<file path="src/design/ssvg_div_pipe.sv">
// Pipelined restoring divider: one quotient bit per stage, several lanes, shared divisor.
`timescale 1ns / 1ps
`default_nettype none

module ssvg_div_pipe #(
    parameter int LANES  = 1,
    parameter int NUM_W  = 8,
    parameter int DEN_W  = 8,
    parameter int Q_W    = 8,
    parameter int SIDE_W = 1
) (
    input  logic                         i_clk,
    input  logic                         i_rst_n,
    input  logic                         i_en,
    input  logic                         i_vld,
    input  logic [LANES-1:0][NUM_W-1:0]  i_num,
    input  logic [DEN_W-1:0]             i_den,
    input  logic [SIDE_W-1:0]            i_side,
    output logic                         o_vld,
    output logic [LANES-1:0][Q_W-1:0]    o_quo,
    output logic [LANES-1:0][DEN_W-1:0]  o_rem,
    output logic [SIDE_W-1:0]            o_side
);

    // Caller guarantees i_num < (i_den << Q_W), so the partial remainder fits DEN_W bits.
    logic                        r_vld  [Q_W];
    logic [DEN_W-1:0]            r_den  [Q_W];
    logic [SIDE_W-1:0]           r_side [Q_W];
    logic [LANES-1:0][DEN_W-1:0] r_pr   [Q_W];
    logic [LANES-1:0][Q_W-1:0]   r_ql   [Q_W];

    for (genvar s = 0; s < Q_W; s++) begin : g_stage
        logic                        p_vld;
        logic [DEN_W-1:0]            p_den;
        logic [SIDE_W-1:0]           p_side;
        logic [LANES-1:0][DEN_W-1:0] p_pr;
        logic [LANES-1:0][Q_W-1:0]   p_ql;
        logic [LANES-1:0][DEN_W:0]   w_t;
        logic [LANES-1:0][DEN_W-1:0] n_pr;
        logic [LANES-1:0][Q_W-1:0]   n_ql;

        // Stage input: ports or previous stage
        if (s == 0) begin : g_first
            always_comb begin
                p_vld  = i_vld;
                p_den  = i_den;
                p_side = i_side;
                for (int l = 0; l < LANES; l++) begin
                    p_pr[l] = DEN_W'(i_num[l] >> Q_W);
                    p_ql[l] = Q_W'(i_num[l]);
                end
            end
        end else begin : g_next
            always_comb begin
                p_vld  = r_vld[s-1];
                p_den  = r_den[s-1];
                p_side = r_side[s-1];
                p_pr   = r_pr[s-1];
                p_ql   = r_ql[s-1];
            end
        end

        // Shift in one dividend bit, trial subtract, shift out one quotient bit
        always_comb begin
            for (int l = 0; l < LANES; l++) begin
                w_t[l] = {p_pr[l], p_ql[l][Q_W-1]};
                if (w_t[l] >= {1'b0, p_den}) begin
                    n_pr[l] = DEN_W'(w_t[l] - {1'b0, p_den});
                    n_ql[l] = (p_ql[l] << 1) | Q_W'(1);
                end else begin
                    n_pr[l] = w_t[l][DEN_W-1:0];
                    n_ql[l] = p_ql[l] << 1;
                end
            end
        end

        always_ff @(posedge i_clk) begin
            if (!i_rst_n) begin
                r_vld[s] <= 1'b0;
            end else if (i_en) begin
                r_vld[s] <= p_vld;
            end
        end

        always_ff @(posedge i_clk) begin
            if (i_en) begin
                r_den[s]  <= p_den;
                r_side[s] <= p_side;
                r_pr[s]   <= n_pr;
                r_ql[s]   <= n_ql;
            end
        end
    end

    assign o_vld  = r_vld[Q_W-1];
    assign o_quo  = r_ql[Q_W-1];
    assign o_rem  = r_pr[Q_W-1];
    assign o_side = r_side[Q_W-1];

endmodule

`default_nettype wire
</file>
<file path="config.mk">
export PLATFORM = sky130hd
export DESIGN_NAME = ssvg_div_pipe
export DESIGN_NICKNAME = d
export VERILOG_FILES = /design/src/design/ssvg_div_pipe.sv
export SDC_FILE = /design/constraint.sdc
export NUM_CORES = 1
export LEC_CHECK = 0
export BUFFER_PORTS_ARGS = -buffer_cell sky130_fd_sc_hd__buf_2
export CAP_MARGIN = 20
export CORE_UTILIZATION = 50
export CTS_CLUSTER_DIAMETER = 120
export DETAILED_ROUTE_END_ITERATION = 8
export HOLD_SLACK_MARGIN = 0.06
export PLACE_DENSITY = 0.67
export SLEW_MARGIN = 20
export SYNTH_ARGS = -nofsm -noshare
export SYNTH_HDL_FRONTEND = slang
export SYNTH_SLANG_ARGS = --single-unit
export TNS_END_PERCENT = 100
</file>
<file path="constraint.sdc">
create_clock -name i_clk -period 2.4 [get_ports i_clk]
set_input_delay 0 -clock i_clk [delete_from_list [all_inputs] [get_ports i_clk]]
set_output_delay 0 -clock i_clk [all_outputs]
set_load 0.02 [all_outputs]
</file>
# Word-level counts from Yosys, hierarchy flattened
# Memory sizes are Yosys's and may differ from the RTL's.
# Index checks and enable logic that the tools add are counted.
# word_totals
mem_count,5
out_inout_bits,18
mem_bits_rw,208
reg_bits,0
inputBits,21
# classes
addsub,8
mux,29
bitwise,8
n_lt_le_gt_ge,8
# memory_table
name,words,word_bits,rd,rd_ports_with_merged_regs,wr,line,source
r_den,8,8,7,0,8,27,logic [DEN_W-1:0] r_den [Q_W];
r_pr,8,8,8,0,8,29,logic [LANES-1:0][DEN_W-1:0] r_pr [Q_W];
r_ql,8,8,8,0,8,30,logic [LANES-1:0][Q_W-1:0] r_ql [Q_W];
r_side,8,1,8,0,8,28,logic [SIDE_W-1:0] r_side [Q_W];
r_vld,8,1,8,0,8,26,logic r_vld [Q_W];
# ops
cell,count
8-bit two-way mux,8
9-bit by 8-bit >= comparator with 1-bit output,7
8-bit subtractor,7
1-bit two-way mux,21
1-bit by 8-bit >= comparator with 1-bit output,1
1-bit bitwise OR,8
1-bit by 8-bit subtractor with 8-bit output,1

# Longest topological paths before layout
# Gate-level depths: netlist of the first run.
# logic_depth
depth_word,4
depth_mapped,8
mapped_depth_nobuf,8

# Least setup slack after synthesis of the first run
# Ideal clock, no wire load.
# synth_timing
kind,reg2reg
from,memory r_pr[0][26] (netlist name)
to,memory r_pr[1][2] (netlist name) (data pin)
required_ps,2140
synth_period_minus_slack_ps,2089
path_slack_ps,311
path_stages_with_launch,6
arrival_ps,1828
path_buffers,0
setup_time_ps,260
cell_sequence,edfxtp_1 -> ha_1 -> a21o_1 -> a221oi_2 -> o31ai_4 -> mux2_4
# synth_rtl
element,line
"start, declared",29

==> results_dict.tcl, run 1 <==
set metrics [dict create \
    outcome "complete, no violations" \
    cts_buffers 17 \
    synth_cell_type_count 53 \
    htreeDepth 4 \
    wire_per_inst_microns 15.7 \
    clock_latency_ns 0.43 \
    io_pins 39 \
    design.core.area_sq_um 18600 \
    synth_area_leaders "edfxtp_1 63%, ha_1 7.6%, inv_1 3.1%" \
    power.switching_mw 3.29 \
    finalSetupTns_ns 0 \
    ctsResizeCount 0 \
    syn_area_per_cell_sq_um 13.9 \
    synth_compound_area_share_pct 10.7 \
    cp.required_ns 2.58 \
    grt_pass1_wl_mm 26.2 \
    grt_setup_unrepaired "false" \
    max_freq_ghz 0.428 \
    worst_pin_slew_ns 0.670 \
    synth-xor-area-share_pct 2.03 \
    grt.total_usage_pct 17.3 \
    finalClockSkew_ns 0.00780 \
    syn-num-nets 768 \
    critPathLaunchType "flop" \
    hold_ws_ns 0.193 \
    via_per_inst 5.41 \
    peakVddDrop_mv 0.559 \
    power_density_nw_per_um2 1000 \
    critPathCaptureType "flop" \
    r2r_slack_ns 0.06 \
    maxCapViolCount 0 \
    regToRegEndpoint "r_pr[1][4]" \
    drc_errors 0 \
    yosysSeqAreaShare_pct 63.2 \
    place_congestion 0.859 \
    grt_pass1_vias 5598 \
    hold_depth 1 \
    synth_fa_ha_area_share_pct 9.12 \
    die_w_microns 140 \
    grt_max_degree 83 \
    finalSetupViolCount 0 \
    dp_hpwl_mm 11.4 \
    overflow 0 \
    clock_path_buffers 2 \
    nNetsFinal 858 \
    slew_headroom_pct 55.3 \
    async_flop_share_pct 0 \
    leakagePower_nw 4.33 \
    cts_sinks 200 \
    p_int_mw 7.64 \
    muxShareOfSynthArea_pct 4.32 \
    hold_viol 0 \
    combPwrFrac_pct 30.3 \
    synth_area_leader_cell "edfxtp_1" \
    rr_worst_depth 6 \
    crit_fanout 8 \
    dpl_cell_area_sq_um 10100 \
    yosys_most_used_dff "edfxtp_1" \
    drt_first_iter_violations 315 \
    period_share_pct 97.3 \
    netlist_instances 682 \
    initial_core_util_pct 50.9 \
    seq_power_share_pct 44.5 \
    cp-startpoint "r_den[0][27]" \
    io_buffers 38 \
    row_count 50 \
    period_needed_ns 2.34 \
    switching_share_pct 30.1 \
    synth-simple-area-share_pct 7.13 \
    synth_warnings 0 \
    drive_above_1_share_pct 16.3 \
    vias 5513 \
    yosys-top-cells-count "199 x edfxtp_1, 79 x inv_1, 58 x ha_1" \
    ys_seq_elements 200 \
    holdCritPathClass "input port to flop" \
    clkTransAtPathRegs_ns 0.07 \
    antenna_left 0 \
    clkPwrFrac_pct 25.1 \
    dieHeight_microns 140 \
    design_area_sq_um 10900 \
    synth_most_common_cell "edfxtp_1" \
    synth_top_family_by_area "compound AO/OA/AOI/OAI gates" \
    path_class "flop to flop" \
    netlist.area_leader.share_pct 62.9 \
    synth_edf_count 199 \
    dr.pass1.iters 4 \
    netlist_area_sq_um 9490 \
    dieArea_sq_um 19500 \
    cts_tree "built" \
    reg2reg_from "r_den[0][27]" \
    slew_violations 0 \
    area_delta_synth_final_pct 14.6 \
    antenna_found_initial 0 \
    root_buffer "clkbuf_16" \
    n_antenna_cell 0 \
    endpoint "r_pr[1][4]" \
    cp.arrival_ns 2.51 \
    wirelength_mm 16.0 \
]
## placed cells by master, fill, tap and decap left out, types with 20 or more instances in the layout
master,Yosys,final
a21oi_1,39,39
buf_2,0,37
dlygate4sd3_1,0,20
edfxtp_1,199,199
ha_1,58,58
inv_1,79,79
nand2_1,29,29
nor2_1,22,22
o21ai_0,37,37
## power groups by stage
stage | Clock, mW | Sequential, mW | Combinational (mW)
after floorplan | 0 | 4.95 | 2.39
after global placement | 0 | 4.93 | 3.13
after detailed placement | 0 | 4.95 | 3.22
after CTS | 2.83 | 4.87 | 3.27
after global routing | 2.94 | 4.92 | 3.67
final | 2.75 | 4.87 | 3.32
## registers in the layout, indices dropped and copies added (netlist names)
register  cells
r_den        56
r_pr         64
r_ql         64
r_side        8
r_vld         8
## metal layers
metal | vias to the layer above | share of wire, % | global-route usage [%]
met5 | - | 0 | 0
met2 | 79 | 56 | 33.5
met1 | 2684 | 40 | 18.1
li1 | 2726 | - | -
met3 | 24 | 2.3 | 3.37
met4 | 0 | 2.2 | 6.71
## critical path, stage by stage (launching register included)
cell and delay, ns:
edfxtp_1 0.39, inv_1 0.06, ha_1 0.36, a21o_1 0.23, a221oi_2 0.51, o31ai_4 0.20, mux2_4 0.33
## metrics by stage
| stage | setup WS (ns) | util (%) | total power [mW] | std cells |
|---|---|---|---|---|
| 4_1_cts | 0.0611 | 58.1 | 11.0 | 1015 |
| 5_1_grt | 0.00321 | 58.3 | 11.5 | 1019 |
| 3_5_place_dp | 0.0803 | 54.0 | 8.17 | 963 |
| 6_report | 0.0648 | 58.3 | 10.9 | 1019 |
| 2_1_floorplan | 0.311 | - | 7.34 | 682 |
| 3_3_place_gp | 0.132 | 54.0 | 8.06 | 963 |
## timing repair
action                     in CTS  in global routing
setup endpoints to repair       0                 11
hold buffers                   20                  0
buffers inserted                0                  4
hold endpoints to repair       29                  0
## worst min path at each step
stage                        start           to  slack, ns
after floorplan           i_den[0]  r_den[0][0]        0.1
after global placement    i_num[0]   r_ql[0][1]       0.18
after detailed placement  i_num[5]   r_ql[0][6]       0.18
after CTS                     i_en  r_ql[0][29]       0.21
after global routing          i_en   r_ql[0][1]       0.24
final                         i_en   r_ql[0][1]       0.19
## cell families after synthesis
kind of cell / Yosys count
DFF: 200
AOI/OAI and AO/OA: 147
and+or+nand+nor: 129
buffers and inverters: 85
adders and majority gates: 65
muxes: 34
xor gates and xnor gates: 22
## area by class of cell
cell class,count,area [sq um]
Fill cell,1477,7760
Clock inverter,15,141
Inverter,79,297
Tap cell,234,293
Clock buffer,17,425
Multi-Input combinational cell,397,3160
Sequential cell,200,6000
Timing Repair Buffer,77,567
Power figures use the tool's default switching activity.
==> run 2, diff against run 1 <==
--- a/config.mk
+++ b/config.mk
@@ -7,12 +7,11 @@
 export LEC_CHECK = 0
 export BUFFER_PORTS_ARGS = -buffer_cell sky130_fd_sc_hd__buf_2
 export CAP_MARGIN = 20
-export CORE_UTILIZATION = 50
+export CORE_UTILIZATION = 62
 export CTS_CLUSTER_DIAMETER = 120
 export DETAILED_ROUTE_END_ITERATION = 8
-export HOLD_SLACK_MARGIN = 0.06
-export PLACE_DENSITY = 0.67
-export SLEW_MARGIN = 20
+export PLACE_DENSITY = 0.8
+export SLEW_MARGIN = 0
 export SYNTH_ARGS = -nofsm -noshare
 export SYNTH_HDL_FRONTEND = slang
 export SYNTH_SLANG_ARGS = --single-unit
==> run 2 against run 1 <==
Routed wire length rose by 2.6%. Final area is 0.31% lower. Die area is 19% lower. Sequential share of layout area up 0.17 points. Critical endpoint is now r_pr[0][13].
==> results_dict.tcl, run 2 (synthesized netlist as in run 1, its figures left out) <==
set metrics [dict create \
    finalSetupViolCount 0 \
    clock_latency_ns 0.43 \
    cts_buffers 17 \
    period_needed_ns 2.32 \
    via_per_inst 5.77 \
    hold_viol 0 \
    reg_top3 "r_pr (64), r_ql (64), r_den (56)" \
    seq_power_share_pct 43.9 \
    final_core_util_pct 73.5 \
    overflow 0 \
    clkTransAtPathRegs_ns 0.07 \
    design.core.area_sq_um 14800 \
    dieArea_sq_um 15800 \
    nFillCells 926 \
    vias 5578 \
    dr.pass1.iters 5 \
    holdCritPathClass "input port to flop" \
    cp.required_ns 2.58 \
    area_delta_synth_final_pct 14.2 \
    io_pins 39 \
    slew_violations 0 \
    dp_hpwl_mm 11.2 \
    root_buffer "clkbuf_16" \
    maxCapViolCount 0 \
    drive_above_1_share_pct 16.5 \
    max_freq_ghz 0.432 \
    slew_headroom_pct 48.0 \
    worst_pin_slew_ns 0.779 \
    combPwrFrac_pct 30.3 \
    period_share_pct 96.5 \
    row_count 44 \
    switching_share_pct 30.8 \
    layout_commonest_cell "edfxtp_1" \
    crit_buf_inv 2 \
    grt_max_degree 103 \
    path_class "flop to flop" \
    io_buffers 38 \
    dieHeight_microns 126 \
    n_antenna_cell 0 \
    grt_pass1_vias 5700 \
    critPathCaptureType "flop" \
    leakagePower_nw 4.34 \
    critPathMaxStageDelay_ns 0.39 \
    drc_errors 0 \
    antenna_found_initial 0 \
    post-place-ws_ns 0.0677 \
    htreeDepth 4 \
    power_density_nw_per_um2 1020 \
    p_int_mw 7.66 \
    fin_ws_ns 0.0844 \
    clkPwrFrac_pct 25.8 \
    critPathLaunchType "flop" \
    cp.arrival_ns 2.50 \
    initial_core_util_pct 64.3 \
    outcome "complete, no violations" \
    clock_path_buffers 2 \
    cts_tree "built" \
    grt.total_usage_pct 21.6 \
    cp_top_family "compound AO/OA/AOI/OAI gates" \
    die_w_microns 126 \
    drt_first_iter_violations 386 \
    place_congestion 0.914 \
    peakVddDrop_mv 0.611 \
    cp_slowest_cell "edfxtp_1" \
    wirelength_mm 16.4 \
    antenna_left 0 \
    power.switching_mw 3.41 \
    wire_per_inst_microns 16.9 \
    nNetsFinal 855 \
    grt_pass1_wl_mm 26.5 \
    crit_fanout 8 \
    crit_chain "inv_1 > ha_1 > a21o_1 > a21oi_1 > o21ai_2 > a41oi_4 > buf_12 > mux2_2" \
    layout_common_cells "199 x edfxtp_1, 79 x inv_1, 58 x ha_1" \
    cts_sinks 200 \
    finalClockSkew_ns 0.00812 \
]
==> run 2: power groups by stage <==
stage	clock [mW]	sequential [mW]	combinational [mW]
floorplan	0	4.95	2.39
global placement	0	4.92	3.07
detailed placement	0	4.93	3.22
CTS	2.90	4.86	3.30
global route	3.02	4.91	3.68
finish	2.86	4.86	3.35
==> run 2: final timing paths <==
kind	from	endpoint	slack [ns]	cells after the start
setup / recovery	r_den[0][3]	r_pr[0][13]	0.08	8
setup reg to reg	r_den[0][3]	r_pr[0][13]	0.08	8
hold / removal	i_en	r_side[0][1]	0.25	1
hold reg to reg	r_ql[0][26]	r_ql[1][3]	0.42	0
==> run 2: layout make-up <==
cell class	count	area [sq um]	share of cell area, %
Clock buffer	17	425	3.92
Clock inverter	15	184	1.70
Inverter	79	297	2.73
Multi-Input combinational cell	397	3170	29.2
Sequential cell	200	6000	55.3
Tap cell	184	230	2.12
Timing Repair Buffer	74	542	5.00
==> run 2: what timing repair did <==
action | in CTS | in global routing
gates resized for setup | 0 | 3
endpoints found under the hold margin | 26 | 0
hold buffers | 19 | 0
buffers inserted | 0 | 4
pin swaps | 1 | 3
setup endpoints to repair | 2 | 22
==> run 2: metal layers <==
metal	routed length, microns	global-route usage, %	share of wire [%]
met5	0	0	0
met4	308	7.73	1.9
met3	533	4.84	3.3
met2	8960	41.2	55
met1	6570	23.5	40
==> run 2: stage by stage <==
stage / setup TNS [ns] / cell area [sq um] / total power, mW / hold slack (ns) / cells
2_1_floorplan: 0 / 9490 / 7.34 / 0.0989 / 682
4_1_cts: 0 / 10800 / 11.1 / 0.263 / 962
6_report: 0 / 10800 / 11.1 / 0.250 / 966
3_5_place_dp: 0 / 9990 / 8.15 / 0.179 / 911
5_1_grt: -0.190 / 10800 / 11.6 / 0.262 / 966
3_3_place_gp: 0 / 9990 / 7.99 / 0.177 / 911
